### src/hw/rtl/assert_macros.svh
// Assertion macros shared by the RTL of the image upscaler.
// No dependencies; empty bodies when SYNTHESIS is defined.
`ifndef ASSERT_MACROS_SVH
`define ASSERT_MACROS_SVH

`ifndef SYNTHESIS
// same-cycle implication
`define ASSERT_IMPLIES(label, clk, rst, ante, cons) \
   label: assert property (@(posedge clk) disable iff (rst) (ante) |-> (cons)) \
      else $error("assertion failed");
// next-cycle implication
`define ASSERT_NEXT(label, clk, rst, ante, cons) \
   label: assert property (@(posedge clk) disable iff (rst) (ante) |=> (cons)) \
      else $error("assertion failed");
`else
`define ASSERT_IMPLIES(label, clk, rst, ante, cons)
`define ASSERT_NEXT(label, clk, rst, ante, cons)
`endif

`endif

### src/hw/rtl/ius_pkg.sv
// Types, constants and the pixel averaging function of the image upscaler.
// No dependencies.
`default_nettype none

package ius_pkg;

   localparam int unsigned CH_BITS       = 8;
   localparam int unsigned PIX_BITS      = 3 * CH_BITS;
   localparam int unsigned ROW_BITS      = 12;
   localparam int unsigned OUT_ROW_BITS  = 13;
   localparam int unsigned OUT_COL_BITS  = 11;
   localparam int unsigned IMG_W_BITS    = 11;
   localparam int unsigned IMG_H_BITS    = 13;
   localparam int unsigned CSR_DATA_BITS = 13;
   localparam int unsigned DEF_MAX_WIDTH = 1024;

   localparam logic [IMG_H_BITS-1:0] MAX_HEIGHT = IMG_H_BITS'(4096);

   typedef enum logic [0:0] {
      CSR_IMAGE_WIDTH  = 1'b0,
      CSR_IMAGE_HEIGHT = 1'b1
   } csr_index_type;

   typedef logic [PIX_BITS-1:0] rgb_type;

   // beat mask order: centre, vertical, horizontal, original
   typedef struct packed {
      logic [3:0]              mask;
      rgb_type                 cen;
      rgb_type                 ver;
      rgb_type                 hor;
      rgb_type                 org;
      logic [OUT_ROW_BITS-1:0] row;
      logic [OUT_COL_BITS-1:0] col;
   } ius_beats_type;

   // truncated per-channel mean
   function automatic rgb_type avg_px(input rgb_type a, input rgb_type b);
      logic [CH_BITS:0] s;
      rgb_type          res;
      res = '0;
      for (int i = 0; i < 3; i++) begin
         s = {1'b0, a[i*CH_BITS +: CH_BITS]} + {1'b0, b[i*CH_BITS +: CH_BITS]};
         res[i*CH_BITS +: CH_BITS] = s[CH_BITS:1];
      end
      return res;
   endfunction

endpackage

`default_nettype wire

### src/hw/rtl/ius_emit.sv
// Output stage: holds the beats caused by one pixel and sends them in order.
// Depends on ius_pkg.
`default_nettype none

module ius_emit (
   input  wire logic                           clock,
   input  wire logic                           reset,
   input  wire logic                           load,
   input  wire ius_pkg::ius_beats_type         beats,
   output logic                                free,
   output logic                                rsp_valid,
   input  wire logic                           rsp_ready,
   output logic [ius_pkg::CH_BITS-1:0]         rsp_red_out,
   output logic [ius_pkg::CH_BITS-1:0]         rsp_green_out,
   output logic [ius_pkg::CH_BITS-1:0]         rsp_blue_out,
   output logic [ius_pkg::OUT_ROW_BITS-1:0]    rsp_out_row,
   output logic [ius_pkg::OUT_COL_BITS-1:0]    rsp_out_col,
   output logic                                rsp_run_last
);
   import ius_pkg::*;

   logic [3:0]    mask_ff, mask_in;
   ius_beats_type beats_ff;
   logic          single;
   rgb_type       px;

   assign single       = (mask_ff & (mask_ff - 4'd1)) == 4'd0;
   assign rsp_valid    = mask_ff != 4'd0;
   assign rsp_run_last = rsp_valid && single;
   assign free         = !rsp_valid || (rsp_ready && single);

   always_comb begin
      mask_in = mask_ff;
      if (load) begin
         mask_in = beats.mask;
      end else if (rsp_valid && rsp_ready) begin
         mask_in = mask_ff & (mask_ff - 4'd1);
      end
   end

   always_ff @(posedge clock) begin
      if (reset) begin
         mask_ff <= '0;
      end else begin
         mask_ff <= mask_in;
      end
   end

   always_ff @(posedge clock) begin
      if (load) begin
         beats_ff <= beats;
      end
   end

   // lowest pending beat goes first
   always_comb begin
      if (mask_ff[0]) begin
         px          = beats_ff.cen;
         rsp_out_row = beats_ff.row - OUT_ROW_BITS'(1);
         rsp_out_col = beats_ff.col - OUT_COL_BITS'(1);
      end else if (mask_ff[1]) begin
         px          = beats_ff.ver;
         rsp_out_row = beats_ff.row - OUT_ROW_BITS'(1);
         rsp_out_col = beats_ff.col;
      end else if (mask_ff[2]) begin
         px          = beats_ff.hor;
         rsp_out_row = beats_ff.row;
         rsp_out_col = beats_ff.col - OUT_COL_BITS'(1);
      end else begin
         px          = beats_ff.org;
         rsp_out_row = beats_ff.row;
         rsp_out_col = beats_ff.col;
      end
   end

   assign rsp_red_out   = px[2*CH_BITS +: CH_BITS];
   assign rsp_green_out = px[CH_BITS +: CH_BITS];
   assign rsp_blue_out  = px[0 +: CH_BITS];

endmodule

`default_nettype wire
### config.mk
export PLATFORM = sky130hd
export DESIGN_NAME = ius_emit
export DESIGN_NICKNAME = d
export VERILOG_FILES = /design/src/hw/rtl/assert_macros.svh /design/src/hw/rtl/ius_pkg.sv /design/src/hw/rtl/ius_emit.sv
export SDC_FILE = /design/constraint.sdc
export NUM_CORES = 1
export LEC_CHECK = 0
export BUFFER_PORTS_ARGS = -buffer_cell sky130_fd_sc_hd__buf_2
export CAP_MARGIN = 0
export CORE_UTILIZATION = 45
export CTS_CLUSTER_DIAMETER = 80
export DETAILED_ROUTE_END_ITERATION = 10
export MAX_ROUTING_LAYER = met4
export PLACE_DENSITY_LB_ADDON = 0.15
export SLEW_MARGIN = 5
export SYNTH_ARGS = -nofsm -noshare
export SYNTH_HDL_FRONTEND = slang
export SYNTH_SLANG_ARGS = --single-unit
### constraint.sdc
create_clock -name clock -period 1.5 [get_ports clock]
set_input_delay 0.075 -clock clock [delete_from_list [all_inputs] [get_ports clock]]
set_output_delay 0.075 -clock clock [all_outputs]
set_load 0.1 [all_outputs]
==> run summary, run 1 <==
OUTCOME
------------------------------------------------------------------------
Status                                                      did not finish
Failed at                                                   clock tree synthesis (4_1_cts)
Error text reported by the tool                             [ERROR DPL-0033] detailed placement checks failed during check placement.

CLOCK NETWORK
------------------------------------------------------------------------
Hold Buf Count CTS                                                   126
Depth of the CTS H-tree                                                4
Maximum number of buffers from clock root to sink                      2
Sinks on Clock Net                                                   124
Setup repair bufs after CTS                                           31
Library cell used as clock root buffer                      sky130_fd_sc_hd__clkbuf_8
Cts repair resizes                                                   239
Cts bufs inserted                                                     17

SYNTH
------------------------------------------------------------------------
Number of synthesis warnings                                           0
Post-Synthesis Cells                                                 324
Share of the yosys chip area belonging to registers                0.727
Synth Area per Inst                                             15.6 um2
Netlist cell types                                                    33
Cell area after synthesis                                       5070 um2
Synthesized Nets                                                     454
Number of synthesized register bits                                  124

FLOORPLAN
------------------------------------------------------------------------
Die X                                                             108 um
Top-Level Pins                                                       179
Starting utilization of the core area                              0.465
Standard-cell row count                                               38
Die Y                                                             108 um

PLACEMENT
------------------------------------------------------------------------
Number of I/O port buffers                                           178
Post-placement cell area                                        7620 um2
Final weighted congestion in routability-driven placement          0.809
Placed cell count                                                    674
Post-detail-place hpwl                                           8070 um

[cells by family after synthesis]
family                     share of synthesized area
buffers and inverters                         0.0168
DFF                                            0.727
xor gates and xnor gates                      0.0363
adders and majority gates                    0.00691
and+or+nand+nor                               0.0620
muxes                                          0.105
AOI/OAI and AO/OA                             0.0464
[cells in the mapped netlist]
cell type / instances / area share
sky130_fd_sc_hd__o41ai_1: 2 / 0.0035
sky130_fd_sc_hd__buf_1: 2 / 0.0015
sky130_fd_sc_hd__or4_1: 2 / 0.0030
sky130_fd_sc_hd__and3_1: 1 / 0.0012
sky130_fd_sc_hd__ha_1: 2 / 0.0049
sky130_fd_sc_hd__nand3_1: 1 / 0.00099
sky130_fd_sc_hd__clkbuf_1: 8 / 0.0059
sky130_fd_sc_hd__or4_4: 1 / 0.0022
sky130_fd_sc_hd__o31ai_1: 1 / 0.0015
sky130_fd_sc_hd__a311oi_1: 1 / 0.0017
sky130_fd_sc_hd__or2_2: 1 / 0.0012
sky130_fd_sc_hd__o21ai_0: 32 / 0.032
sky130_fd_sc_hd__or2_4: 1 / 0.0017
sky130_fd_sc_hd__nand2b_1: 2 / 0.0025
sky130_fd_sc_hd__a2111o_1: 1 / 0.0022
sky130_fd_sc_hd__mux2_2: 24 / 0.053
sky130_fd_sc_hd__mux2i_1: 26 / 0.051
sky130_fd_sc_hd__xnor2_1: 9 / 0.016
sky130_fd_sc_hd__xor2_1: 12 / 0.021
sky130_fd_sc_hd__a21oi_1: 3 / 0.0030
sky130_fd_sc_hd__nor3_1: 6 / 0.0059
sky130_fd_sc_hd__maj3_1: 1 / 0.0020
sky130_fd_sc_hd__nor2_1: 10 / 0.0074
sky130_fd_sc_hd__buf_2: 5 / 0.0049
sky130_fd_sc_hd__inv_1: 6 / 0.0044
sky130_fd_sc_hd__dfxtp_1: 4 / 0.016
sky130_fd_sc_hd__o211ai_1: 2 / 0.0030
sky130_fd_sc_hd__nor4_1: 5 / 0.0062
sky130_fd_sc_hd__edfxtp_1: 120 / 0.71
sky130_fd_sc_hd__nand2_1: 30 / 0.022
sky130_fd_sc_hd__nor4_4: 1 / 0.0042
sky130_fd_sc_hd__nor2b_1: 1 / 0.0012
sky130_fd_sc_hd__nor3_2: 1 / 0.0020
[per-stage QoR]
stage | utilization | setup slack (ns)
floorplan | - | -0.717
global placement | 0.700 | -0.408
detailed placement | 0.700 | -0.456
==> run 2: changes to the inputs <==
Settings changed: CORE_UTILIZATION 45 to 36, CTS_CLUSTER_DIAMETER 80 to not set, MAX_ROUTING_LAYER met4 to not set.
Clock period 1.5 ns to 2 ns, I/O delays scaled along.
==> run 2 against run 1 <==
Net effect: the flow now finishes, with violations (negative setup slack); synthesized cell count did not move; synthesized area did not move.
==> run summary, run 2 <==
STA
--------------------------------------------------------------------------------------------------------
Setup WS post-layout                                                                           -0.422 ns
Pins over their slew limit                                                                             0
Total count of hold-check failures in the final report                                                 0
TNS Setup                                                                                       -3.04 ns
Worst Max-Slew Pin Slew                                                                         0.563 ns
Ratio of final minimum period to clock period                                                       1.21
Worst slew slack as a fraction of its limit                                                        0.625
Maximum achievable frequency                                                                     413 MHz
Final worst path period need                                                                     2.42 ns
Setup repair after global routing missed its margin                                                 true
Worst slack on hold paths                                                                      0.0546 ns
Maximum clock skew at final layout                                                            0.00262 ns
Final setup violation count                                                                           14

PLACEMENT
--------------------------------------------------------------------------------------------------------
Placed cell count                                                                                    698   +3.6%
Post-placement cell area                                                                        7240 um2   -4.9%
Final weighted congestion in routability-driven placement                                          0.762   -5.9%
Number of I/O port buffers                                                                           178   unchanged
Post-detail-place hpwl                                                                           7810 um   -3.2%

CLOCK NETWORK
--------------------------------------------------------------------------------------------------------
Library cell used as clock root buffer                                                      sky130_fd_sc_hd__clkbuf_16
Worst-Skew Late Latency                                                                          0.40 ns
Maximum number of buffers from clock root to sink                                                      2   unchanged
Cts bufs inserted                                                                                     17   unchanged
Post-CTS clock slew at the launch and capture registers of the worst setup and hold paths        0.05 ns
Depth of the CTS H-tree                                                                                4   unchanged
Sinks on Clock Net                                                                                   124   unchanged
CTS tree                                                                                           built

SETUP PATH
--------------------------------------------------------------------------------------------------------
Worst EP arrival                                                                                 2.32 ns
Setup slack of the most critical reg-to-reg path                                                 0.59 ns
Cell type of the slowest stage on the worst timing path                                     sky130_fd_sc_hd__or4_4
Critical Path RT                                                                                 1.90 ns
Dominant delay contributor by cell family on the critical path                              simple AND/OR/NAND/NOR gates
Count of buffering cells on the critical path with inverters included                                  1
CP peak stage delay                                                                              0.56 ns
Type of destination of the critical path                                                      output pin
Critical-path cell list                                                                     or4_4 -> or2_4 -> nor4_4 -> xor2_4 -> buf_12
Sort of element at the start of the critical path                                                   flop
Start-to-end type of the worst setup path                                                     reg -> out
Worst Path Max Fanout                                                                                  4

FLOORPLAN
--------------------------------------------------------------------------------------------------------
Starting utilization of the core area                                                              0.375   -0.0902
Standard-cell row count                                                                               42   +11%
Area of the core                                                                               13500 um2
Die Y                                                                                             121 um   +12%
Die area                                                                                       14600 um2
Top-Level Pins                                                                                       179   unchanged
Die X                                                                                             121 um   +12%

LAYOUT
--------------------------------------------------------------------------------------------------------
Leading cell type in the layout, fill and taps excluded                                     sky130_fd_sc_hd__buf_2
Top Registers                                                                               beats_ff (120), mask_ff (4)
Non-Filler Instances                                                                                 883
Layout net count                                                                                     826
Final Util                                                                                         0.708
Fraction of final layout cells with drive strength greater than 1                                  0.525
Post-synthesis to final-layout area growth                                                         88.8%
Max FFs per register                                                                                 120
Design Area, Final                                                                              9570 um2
Top library cells by usage in the layout, fill and taps aside                               129 x sky130_fd_sc_hd__buf_2, 124 x sky130_fd_sc_hd__dlygate4sd3_1, 120 x sky130_fd_sc_hd__edfxtp_1, 72 x sky130_fd_sc_hd__buf_4, 30 x sky130_fd_sc_hd__buf_12
Sequential cell area in the final layout                                                        3690 um2
Top register by number of flip-flops                                                            beats_ff
Fill cells                                                                                           880
Number of diodes added for antenna fixing                                                              0
Area of the multi-input gates                                                                   1920 um2

WORST HOLD PATH
--------------------------------------------------------------------------------------------------------
Path type of the worst min-delay path                                                          in -> reg

SYNTH
--------------------------------------------------------------------------------------------------------
Most numerous cell in the Yosys netlist                                                     sky130_fd_sc_hd__edfxtp_1
Synth Area per Inst                                                                             15.6 um2   unchanged
Synthesized Nets                                                                                     454   unchanged
Largest area contributor in the synthesized netlist                                         sky130_fd_sc_hd__edfxtp_1
Asr flop ratio synth                                                                                   0   unchanged
Number of synthesized register bits                                                                  124   unchanged
Number of synthesized flops with an enable pin                                                       120   unchanged
Post-Synthesis Cells                                                                                 324   unchanged
Post-synth top flop                                                                         sky130_fd_sc_hd__edfxtp_1
Share of the yosys chip area belonging to registers                                                0.727   unchanged
Most used standard cells in the synthesized netlist                                         120 x sky130_fd_sc_hd__edfxtp_1, 32 x sky130_fd_sc_hd__o21ai_0, 30 x sky130_fd_sc_hd__nand2_1
Area share of the largest cell type after synthesis                                                0.711   unchanged
Number of synthesis warnings                                                                           0   unchanged
Cell area after synthesis                                                                       5070 um2   unchanged
Netlist cell types                                                                                    33   unchanged
Biggest area contributors in the synthesized netlist                                        sky130_fd_sc_hd__edfxtp_1 71%, sky130_fd_sc_hd__mux2_2 5.3%, sky130_fd_sc_hd__mux2i_1 5.1%

PWR
--------------------------------------------------------------------------------------------------------
Share of total power consumed by net switching                                                     0.303
Clock group share of total power                                                                   0.343
Reported net switching power                                                                     2480 uW
Share of total power in combinational logic                                                        0.271
Highest ir drop seen on vdd                                                                     0.719 mV
Lkg Pwr                                                                                       0.00385 uW
Cell area power density                                                                       855 nW/um2
Internal power                                                                                   5710 uW
Sequential share of power                                                                          0.386

GLOBAL ROUTE
--------------------------------------------------------------------------------------------------------
Total Routing Usage GR                                                                             0.185
Maximum number of pins on one net before global-route repair                                          43
Initial antenna violation count                                                                        0
Wire length of the first global-routing pass                                                    20200 um
Total congestion overflow                                                                              0
Number of global-route vias before repair                                                           4102

ROUTE
--------------------------------------------------------------------------------------------------------
Final routed DRC violation total                                                                       0
Average wire per standard cell                                                                   14.7 um
Pre-Repair DR Iteration Count                                                                          4
Final antenna-violating net count                                                                      0
DR vias/cell                                                                                        4.54
Sum of routed wire length over all layers                                                       13000 um
Initial detailed-routing violation count                                                             144
DR vias                                                                                             4012

OUTCOME
--------------------------------------------------------------------------------------------------------
Status                                                                                      complete, but fails checks
Violations in the final reports                                                             negative setup slack

JOB
--------------------------------------------------------------------------------------------------------
Maximum Capacitance Violations                                                                         0

## run 2: cell counts after synthesis
No cell type changed its count.
## run 2: area by class of cell
| cell class | instances | area share |
|---|---|---|
| clock buffer | 19 | 0.0452 |
| tap | 176 | 0.0230 |
| sequential | 124 | 0.386 |
| clock inverter | 11 | 0.0109 |
| timing repair buffer | 368 | 0.332 |
| multi-input combinational | 179 | 0.201 |
| inverter | 6 | 0.00235 |
## run 2: power groups by stage
stage	Clock, uW	Combinational, uW	Sequential (uW)
finish	2800	2220	3160
detailed placement	0	1880	3210
global placement	0	1860	3200
CTS	2860	2130	3160
floorplan	0	1260	3220
global route	2980	2310	3180
## run 2: cell families (layout without fill, tap and decap cells)
logic type / count (synthesis) / count (layout) / share of synthesized area
buffers and inverters: 21 / 404 / 0.0168
AND/OR/NAND/NOR: 63 / 63 / 0.0620
multiplexers: 50 / 50 / 0.105
AO/OA/AOI/OAI: 42 / 42 / 0.0464
adder cells (fa/ha/maj): 3 / 3 / 0.00691
flip-flops: 124 / 124 / 0.727
XOR/XNOR: 21 / 21 / 0.0363
## run 2: tightest hold or removal path, cell delays in order
cell and delay [ns]:
sky130_fd_sc_hd__buf_2 0.10, sky130_fd_sc_hd__mux2i_1 0.13, sky130_fd_sc_hd__a311oi_1 0.08
## run 2: through the flow
| stage | total power, uW | setup WS (ns) |
|---|---|---|
| 2_1_floorplan | 4480 | -0.553 |
| 3_3_place_gp | 5070 | 0.0358 |
| 3_5_place_dp | 5090 | -0.00163 |
| 4_1_cts | 8150 | -0.422 |
| 5_1_grt | 8470 | -0.500 |
| 6_report | 8180 | -0.422 |
## run 2: routing by layer
layer	vias to the layer above	routed length (um)	global-route usage
li1	1970	-	-
met1	1899	5290	0.221
met2	133	6900	0.324
met3	10	704	0.0486
met4	0	108	0.0602
met5	-	0	0
## run 2: path summary, 6_finish.rpt
| kind | cells past startpoint | from | to |
|---|---|---|---|
| hold reg to reg | 2 | mask_ff[3] | mask_ff[3] |
| setup / recovery | 5 | beats_ff[16] | rsp_out_row[12] |
| hold / removal | 3 | beats[122] | mask_ff[2] |
| setup reg to reg | 4 | mask_ff[1] | mask_ff[1] |
## run 2: timing repair
item,CTS,global route
pin swaps,11,11
hold endpoints to repair,124,0
resized for setup,38,41
hold buffers,124,0
endpoints found under the setup margin,36,35
buffers inserted,12,19
Note: power is estimated with default switching activity, not from simulation.
==> run 3: changes to the inputs <==
Settings changed: ABC_AREA set to 1.
==> run 3 against run 2 <==
Net effect: the flow now finishes without violations; sequential share of layout area is 3.1 points higher; utilization is 7.7 points lower; sequential power hardly changed; clock skew is 0.0019 ns lower; final cell count is 7.8% higher; via count is 8.1% higher; critical path depth is 2 higher; fmax is 28% higher; non-clock buffer count is 49 lower; cell area is 7.7% lower; global-route usage is 1.0 points higher; critical path type unchanged; largest power group unchanged; highest routed layer unchanged.
==> run summary, run 3 <==
LAYOUT
--------------------------------------------------------------------------------------------------------
Post-synthesis to final-layout area growth                                                         69.6%
Number of diodes added for antenna fixing                                                              0   unchanged
Final Util                                                                                         0.632   -0.0769
Non-Filler Instances                                                                                 952   +7.8%
Area of the multi-input gates                                                                   1380 um2   -28%
Fill cells                                                                                          1114   +27%
Top library cells by usage in the layout, fill and taps aside                               126 x sky130_fd_sc_hd__buf_2, 123 x sky130_fd_sc_hd__dlygate4sd3_1, 120 x sky130_fd_sc_hd__edfxtp_1, 83 x sky130_fd_sc_hd__nand2_1, 40 x sky130_fd_sc_hd__inv_1
Sequential cell area in the final layout                                                        3690 um2   -0.14%
Top Registers                                                                               beats_ff (120), mask_ff (4)
Leading cell type in the layout, fill and taps excluded                                     sky130_fd_sc_hd__buf_2
Design Area, Final                                                                              8830 um2   -7.7%
Max FFs per register                                                                                 120   unchanged
Fraction of final layout cells with drive strength greater than 1                                  0.356   -0.169
Layout net count                                                                                     890   +7.7%
Top register by number of flip-flops                                                            beats_ff

PWR
--------------------------------------------------------------------------------------------------------
Highest ir drop seen on vdd                                                                     0.532 mV   -26%
Lkg Pwr                                                                                       0.00381 uW   -1.3%
Cell area power density                                                                       958 nW/um2   +12%

CLOCK NETWORK
--------------------------------------------------------------------------------------------------------
Post-CTS clock slew at the launch and capture registers of the worst setup and hold paths        0.05 ns   about the same
Cts bufs inserted                                                                                     17   unchanged
Worst-Skew Late Latency                                                                          0.40 ns   about the same
Maximum number of buffers from clock root to sink                                                      2   unchanged
Library cell used as clock root buffer                                                      sky130_fd_sc_hd__clkbuf_16
Depth of the CTS H-tree                                                                                4   unchanged
CTS tree                                                                                           built
Sinks on Clock Net                                                                                   124   unchanged

ROUTE
--------------------------------------------------------------------------------------------------------
DR vias                                                                                             4336   +8.1%
DR vias/cell                                                                                        4.55   +0.24%
Final routed DRC violation total                                                                       0   unchanged
Average wire per standard cell                                                                   14.5 um   -1.4%
Initial detailed-routing violation count                                                             179   +24%
Routed wl met2                                                                                   7280 um   +5.5%
Final antenna-violating net count                                                                      0   unchanged
Pre-Repair DR Iteration Count                                                                          4   unchanged
Met3 Wirelength                                                                                   609 um   -13%
Highest metal layer with signal wires                                                               met4
DRT met1 WL                                                                                      5720 um   +8.1%
Sum of routed wire length over all layers                                                       13800 um   +6.4%

WORST HOLD PATH
--------------------------------------------------------------------------------------------------------
Start point of the worst hold path                                                            beats[121]
Worst Hold End                                                                                mask_ff[1]
Path type of the worst min-delay path                                                          in -> reg
WHS Path Cells                                                                                         5   +2

STA
--------------------------------------------------------------------------------------------------------
Worst slew slack as a fraction of its limit                                                        0.701   +0.0762
Worst Max-Slew Pin Slew                                                                         0.449 ns   -0.114 ns
Ratio of final minimum period to clock period                                                      0.944   -0.267
Final worst path period need                                                                     1.89 ns   -0.533 ns
Maximum achievable frequency                                                                     529 MHz   +28%
Final setup violation count                                                                            0   -14
Setup repair after global routing missed its margin                                                 true
Total count of hold-check failures in the final report                                                 0   unchanged
Pins over their slew limit                                                                             0   unchanged
Maximum clock skew at final layout                                                           0.000683 ns   -0.00194 ns

SETUP PATH
--------------------------------------------------------------------------------------------------------
Worst EP arrival                                                                                 1.79 ns   -0.53 ns
Start-to-end type of the worst setup path                                                     reg -> out
Critical Path RT                                                                                 1.90 ns   about the same
Worst R2R End                                                                                 mask_ff[0]
Sort of element at the start of the critical path                                                   flop
Worst Path Max Fanout                                                                                  7   +3
Setup slack of the most critical reg-to-reg path                                                 0.13 ns   -0.46 ns
Cell depth of the worst flop-to-flop path                                                              7   +3
Worst r2r src                                                                                 mask_ff[0]
Type of destination of the critical path                                                      output pin

SYNTH
--------------------------------------------------------------------------------------------------------
Post-Synthesis Cells                                                                                 434   +34%
Netlist cell types                                                                                    30   -9.1%
Largest area contributor in the synthesized netlist                                         sky130_fd_sc_hd__edfxtp_1
Area share of the largest cell type after synthesis                                                0.692   -0.0193
Post-synth top flop                                                                         sky130_fd_sc_hd__edfxtp_1
Synth Area per Inst                                                                             12.0 um2   -23%
Biggest area contributors in the synthesized netlist                                        sky130_fd_sc_hd__edfxtp_1 69%, sky130_fd_sc_hd__nand2_1 6.1%, sky130_fd_sc_hd__nand3_1 3.7%
Share of the yosys chip area belonging to registers                                                0.707   -0.0197
Most numerous cell in the Yosys netlist                                                     sky130_fd_sc_hd__edfxtp_1
Number of synthesized flops with an enable pin                                                       120   unchanged
Asr flop ratio synth                                                                                   0   unchanged
Number of synthesized register bits                                                                  124   unchanged
Number of synthesis warnings                                                                           0   unchanged
Synthesized Nets                                                                                     564   +24%
Cell area after synthesis                                                                       5210 um2   +2.8%
Most used standard cells in the synthesized netlist                                         120 x sky130_fd_sc_hd__edfxtp_1, 84 x sky130_fd_sc_hd__nand2_1, 43 x sky130_fd_sc_hd__inv_1

FLOORPLAN
--------------------------------------------------------------------------------------------------------
Area of the core                                                                               14000 um2   +3.6%
Die Y                                                                                             122 um   +1.4%
Top-Level Pins                                                                                       179   unchanged
Standard-cell row count                                                                               43   +2.4%
Die area                                                                                       15000 um2   +2.7%
Die X                                                                                             122 um   +1.4%
Starting utilization of the core area                                                              0.372   -0.00285

PLACEMENT
--------------------------------------------------------------------------------------------------------
Number of I/O port buffers                                                                           178   unchanged
Post-placement cell area                                                                        6860 um2   -5.3%
Post-detail-place hpwl                                                                           8830 um   +13%
Placed cell count                                                                                    793   +14%
Final weighted congestion in routability-driven placement                                          0.796   +4.6%

JOB
--------------------------------------------------------------------------------------------------------
Maximum Capacitance Violations                                                                         0   unchanged

GLOBAL ROUTE
--------------------------------------------------------------------------------------------------------
Number of global-route vias before repair                                                           4490   +9.5%
Total congestion overflow                                                                              0   unchanged
Wire length of the first global-routing pass                                                    21500 um   +6.8%
Total Routing Usage GR                                                                             0.195   +0.0100
Initial antenna violation count                                                                        0   unchanged
Maximum number of pins on one net before global-route repair                                          38   -12%

OUTCOME
--------------------------------------------------------------------------------------------------------
Status                                                                                         completed

[run 3: worst max path at each step]
| stage | start | to | slack [ns] |
|---|---|---|---|
| floorplan | beats_ff[11] | rsp_out_row[2] | -0.39 |
| global placement | mask_ff[2] | rsp_green_out[4] | 0.32 |
| detailed placement | mask_ff[2] | rsp_green_out[4] | 0.29 |
| CTS | mask_ff[2] | rsp_red_out[5] | 0.0008 |
| global route | beats_ff[18] | rsp_out_row[10] | -0.02 |
| finish | mask_ff[1] | rsp_out_row[5] | 0.11 |
[run 3: cell families after synthesis]
family | after synthesis | share of synthesized area
adders and majority gates | 2 | 0.00480
DFF | 124 | 0.707
and+or+nand+nor | 169 | 0.152
buffers and inverters | 67 | 0.0555
AOI/OAI and AO/OA | 59 | 0.0586
xor gates and xnor gates | 13 | 0.0219
[run 3: per-stage QoR]
stage	total power (uW)	setup slack [ns]	hold WS [ns]	TNS, ns
after global placement	5340	0.318	0.277	0
after detailed placement	5360	0.294	0.278	0
final	8460	0.111	0.0231	0
after CTS	8470	0.000784	0.00697	0
after floorplan	4710	-0.394	0.169	-0.666
after global routing	8760	-0.0153	0.0368	-0.0295
[run 3: where the power goes]
part,switching (uW),internal [uW],total [uW]
logic,1650,804,2460
clock network,1050,1790,2840
registers,83.6,3080,3160
total,2780,5680,8460
[run 3: critical path: stages (launching register included)]
cell and delay (ns):
sky130_fd_sc_hd__dfxtp_2 0.39, sky130_fd_sc_hd__inv_4 0.07, sky130_fd_sc_hd__nand2_4 0.10, sky130_fd_sc_hd__nand3_2 0.11, sky130_fd_sc_hd__nor2_4 0.20, sky130_fd_sc_hd__buf_4 0.15, sky130_fd_sc_hd__xor2_2 0.17, sky130_fd_sc_hd__buf_12 0.20
[run 3: cell type report]
type                            count  area share
Clock buffer                       20      0.0494
Clock inverter                     11      0.0116
Inverter                           55      0.0245
Multi-Input combinational cell    243       0.156
Sequential cell                   124       0.418
Tap cell                          180      0.0255
Timing Repair Buffer              319       0.315
[run 3: per-layer routing]
| metal | vias up | GRT usage |
|---|---|---|
| met4 | 0 | 0.0899 |
| li1 | 2135 | - |
| met3 | 15 | 0.0474 |
| met5 | - | 0 |
| met1 | 2057 | 0.224 |
| met2 | 129 | 0.341 |
[run 3: repair_timing]
action / in CTS / in global routing
resized for setup: 31 / 28
pin swaps: 0 / 3
endpoints found under the setup margin: 23 / 35
setup buffers: 0 / 5
hold buffers: 123 / 0
hold endpoints to repair: 124 / 0
==> run 4: changes to the inputs <==
Settings changed: BUFFER_PORTS_ARGS -buffer_cell sky130_fd_sc_hd__buf_2 to -buffer_cell sky130_fd_sc_hd__buf_4, PLACE_DENSITY_LB_ADDON 0.15 to not set.
==> run 4 against run 3 <==
Net effect: clock skew is 0.0014 ns higher; clock power shrank 2%; clock-buffer cell count decreased by 1; non-clock buffer count fell by 7; highest routed layer unchanged; sequential power about the same; worst setup slack got worse by 0.031 ns; worst hold slack better by 0.0054 ns; critical path depth down 1; power is 0.45% lower; largest cell class unchanged; first-iteration DRC count down 5.0%.
==> run summary, run 4 (synthesized netlist as in run 3, its figures left out) <==
LAYOUT
--------------------------------------------------------------------------------------------------------
Design Area, Final                                                                              8960 um2   +1.4%
Top Registers                                                                               beats_ff (120), mask_ff (4)
Layout net count                                                                                     883   -0.79%
Leading cell type in the layout, fill and taps excluded                                     sky130_fd_sc_hd__buf_4
Max FFs per register                                                                                 120   unchanged
Top library cells by usage in the layout, fill and taps aside                               149 x sky130_fd_sc_hd__buf_4, 123 x sky130_fd_sc_hd__dlygate4sd3_1, 120 x sky130_fd_sc_hd__edfxtp_1, 80 x sky130_fd_sc_hd__nand2_1, 40 x sky130_fd_sc_hd__inv_1
Fill cells                                                                                          1054   -5.4%
Top register by number of flip-flops                                                            beats_ff
Fraction of final layout cells with drive strength greater than 1                                  0.357   +0.000645
Post-synthesis to final-layout area growth                                                         72.0%
Non-Filler Instances                                                                                 945   -0.74%
Final Util                                                                                         0.640   +0.00886
Number of diodes added for antenna fixing                                                              0   unchanged

PWR
--------------------------------------------------------------------------------------------------------
Highest ir drop seen on vdd                                                                     0.968 mV   +82%
Lkg Pwr                                                                                       0.00381 uW   +0.20%
Cell area power density                                                                       940 nW/um2   -1.8%

STA
--------------------------------------------------------------------------------------------------------
Worst slew slack as a fraction of its limit                                                        0.743   +0.0420
Setup repair after global routing missed its margin                                                 true
Final worst path period need                                                                     1.92 ns   +0.0309 ns
Total count of hold-check failures in the final report                                                 0   unchanged
Worst Max-Slew Pin Slew                                                                         0.386 ns   -0.0630 ns
Maximum achievable frequency                                                                     521 MHz   -1.6%
Final setup violation count                                                                            0   unchanged
Ratio of final minimum period to clock period                                                      0.960   +0.0154
Pins over their slew limit                                                                             0   unchanged
TNS Setup                                                                                           0 ns   unchanged
Maximum clock skew at final layout                                                            0.00212 ns   +0.00144 ns

GLOBAL ROUTE
--------------------------------------------------------------------------------------------------------
Initial antenna violation count                                                                        0   unchanged
Maximum number of pins on one net before global-route repair                                          62   +63%
Wire length of the first global-routing pass                                                    21500 um   about the same
Number of global-route vias before repair                                                           4415   -1.7%
Total congestion overflow                                                                              0   unchanged
Total Routing Usage GR                                                                             0.195   about the same

PLACEMENT
--------------------------------------------------------------------------------------------------------
Number of I/O port buffers                                                                           178   unchanged
Post-placement cell area                                                                        6870 um2   +0.24%
Final weighted congestion in routability-driven placement                                          0.797   +0.10%
Placed cell count                                                                                    788   -0.63%
Post-detail-place hpwl                                                                           8380 um   -5.1%

SETUP PATH
--------------------------------------------------------------------------------------------------------
Start-to-end type of the worst setup path                                                     reg -> out
Sort of element at the start of the critical path                                                   flop
Worst R2R End                                                                                 mask_ff[0]
Type of destination of the critical path                                                      output pin
Worst setup path endpoint                                                                   rsp_out_col[10]
Critical Path RT                                                                                 1.90 ns   about the same
Worst Path Max Fanout                                                                                  3   -4
Setup slack of the most critical reg-to-reg path                                                 0.13 ns   about the same
Worst EP arrival                                                                                 1.82 ns   +0.03 ns
Cell depth of the worst flop-to-flop path                                                              7   unchanged
Start point of the critical path                                                             beats_ff[0]
Worst r2r src                                                                                 mask_ff[0]

CLOCK NETWORK
--------------------------------------------------------------------------------------------------------
Post-CTS clock slew at the launch and capture registers of the worst setup and hold paths        0.05 ns   about the same
Maximum number of buffers from clock root to sink                                                      2   unchanged
Sinks on Clock Net                                                                                   124   unchanged
Worst-Skew Late Latency                                                                          0.41 ns   about the same
Cts bufs inserted                                                                                     17   unchanged
CTS tree                                                                                           built
Library cell used as clock root buffer                                                      sky130_fd_sc_hd__clkbuf_16
Depth of the CTS H-tree                                                                                4   unchanged

FLOORPLAN
--------------------------------------------------------------------------------------------------------
Standard-cell row count                                                                               43   unchanged
Starting utilization of the core area                                                              0.372   unchanged
Top-Level Pins                                                                                       179   unchanged
Area of the core                                                                               14000 um2   unchanged
Die area                                                                                       15000 um2   unchanged
Die Y                                                                                             122 um   unchanged
Die X                                                                                             122 um   unchanged

ROUTE
--------------------------------------------------------------------------------------------------------
Sum of routed wire length over all layers                                                       14100 um   +1.7%
Average wire per standard cell                                                                   14.9 um   +2.5%
Final antenna-violating net count                                                                      0   unchanged
Final routed DRC violation total                                                                       0   unchanged
DR vias                                                                                             4360   +0.55%
DR vias/cell                                                                                        4.61   +1.3%
Pre-Repair DR Iteration Count                                                                          6   +2
Initial detailed-routing violation count                                                             170   -5.0%

OUTCOME
--------------------------------------------------------------------------------------------------------
Status                                                                                         completed

WORST HOLD PATH
--------------------------------------------------------------------------------------------------------
Path type of the worst min-delay path                                                          in -> reg

JOB
--------------------------------------------------------------------------------------------------------
Maximum Capacitance Violations                                                                         0   unchanged

-- run 4: worst min path at each step --
| stage | startpoint | end | depth (start not counted) |
|---|---|---|---|
| 2_1_floorplan | reset | mask_ff[0] | 1 |
| 3_3_place_gp | reset | mask_ff[0] | 2 |
| 3_5_place_dp | reset | mask_ff[0] | 2 |
| 4_1_cts | beats[121] | mask_ff[1] | 5 |
| 5_1_grt | beats[121] | mask_ff[1] | 5 |
| 6_report | beats[121] | mask_ff[1] | 5 |
-- run 4: where the power goes --
| part | leakage (uW) | internal (uW) | switching, uW |
|---|---|---|---|
| registers | 0.00121 | 3080 | 81.4 |
| clock network | 0.000258 | 1690 | 1090 |
| logic | 0.00235 | 823 | 1660 |
-- run 4: per-layer routing --
metal | track usage | up-vias | routed length, um
li1 | - | 2129 | -
met1 | 0.212 | 2050 | 5420
met2 | 0.355 | 162 | 7590
met3 | 0.0590 | 19 | 816
met4 | 0.0701 | 0 | 242
met5 | 0 | - | 0
-- run 4: timing repair --
| item | CTS | global route |
|---|---|---|
| buffers inserted | 2 | 1 |
| endpoints found under the setup margin | 33 | 39 |
| gates resized for setup | 43 | 40 |
| endpoints found under the hold margin | 124 | 0 |
| hold buffers | 123 | 0 |
| pin swaps | 0 | 3 |
| gates cloned | 0 | 0 |
-- run 4: metrics by stage --
stage          worst slack (ns)  total power (uW)  hold WS, ns
5_1_grt                 -0.0184              8730       0.0578
4_1_cts                -0.00920              8400       0.0137
2_1_floorplan            -0.394              4710        0.169
6_report                 0.0803              8430       0.0285
3_3_place_gp              0.347              5290        0.272
3_5_place_dp              0.296              5310        0.272
-- run 4: final cells by class --
class	instances	area [um2]	share of cell area
flip-flops and latches	124	3690	0.411
repair buffers	312	2920	0.326
multi-input cells	243	1380	0.154
clock buffers	19	433	0.0483
well taps	180	225	0.0251
inverters	55	216	0.0242
clock inverters	12	98.8	0.0110
-- run 4: worst max-delay path: stages (launching register included) --
cell and delay [ns]:
sky130_fd_sc_hd__edfxtp_1 0.41, sky130_fd_sc_hd__inv_2 0.12, sky130_fd_sc_hd__ha_2 0.22, sky130_fd_sc_hd__nand4_2 0.17, sky130_fd_sc_hd__o21bai_1 0.21, sky130_fd_sc_hd__nand2_2 0.10
sky130_fd_sc_hd__buf_12 0.18
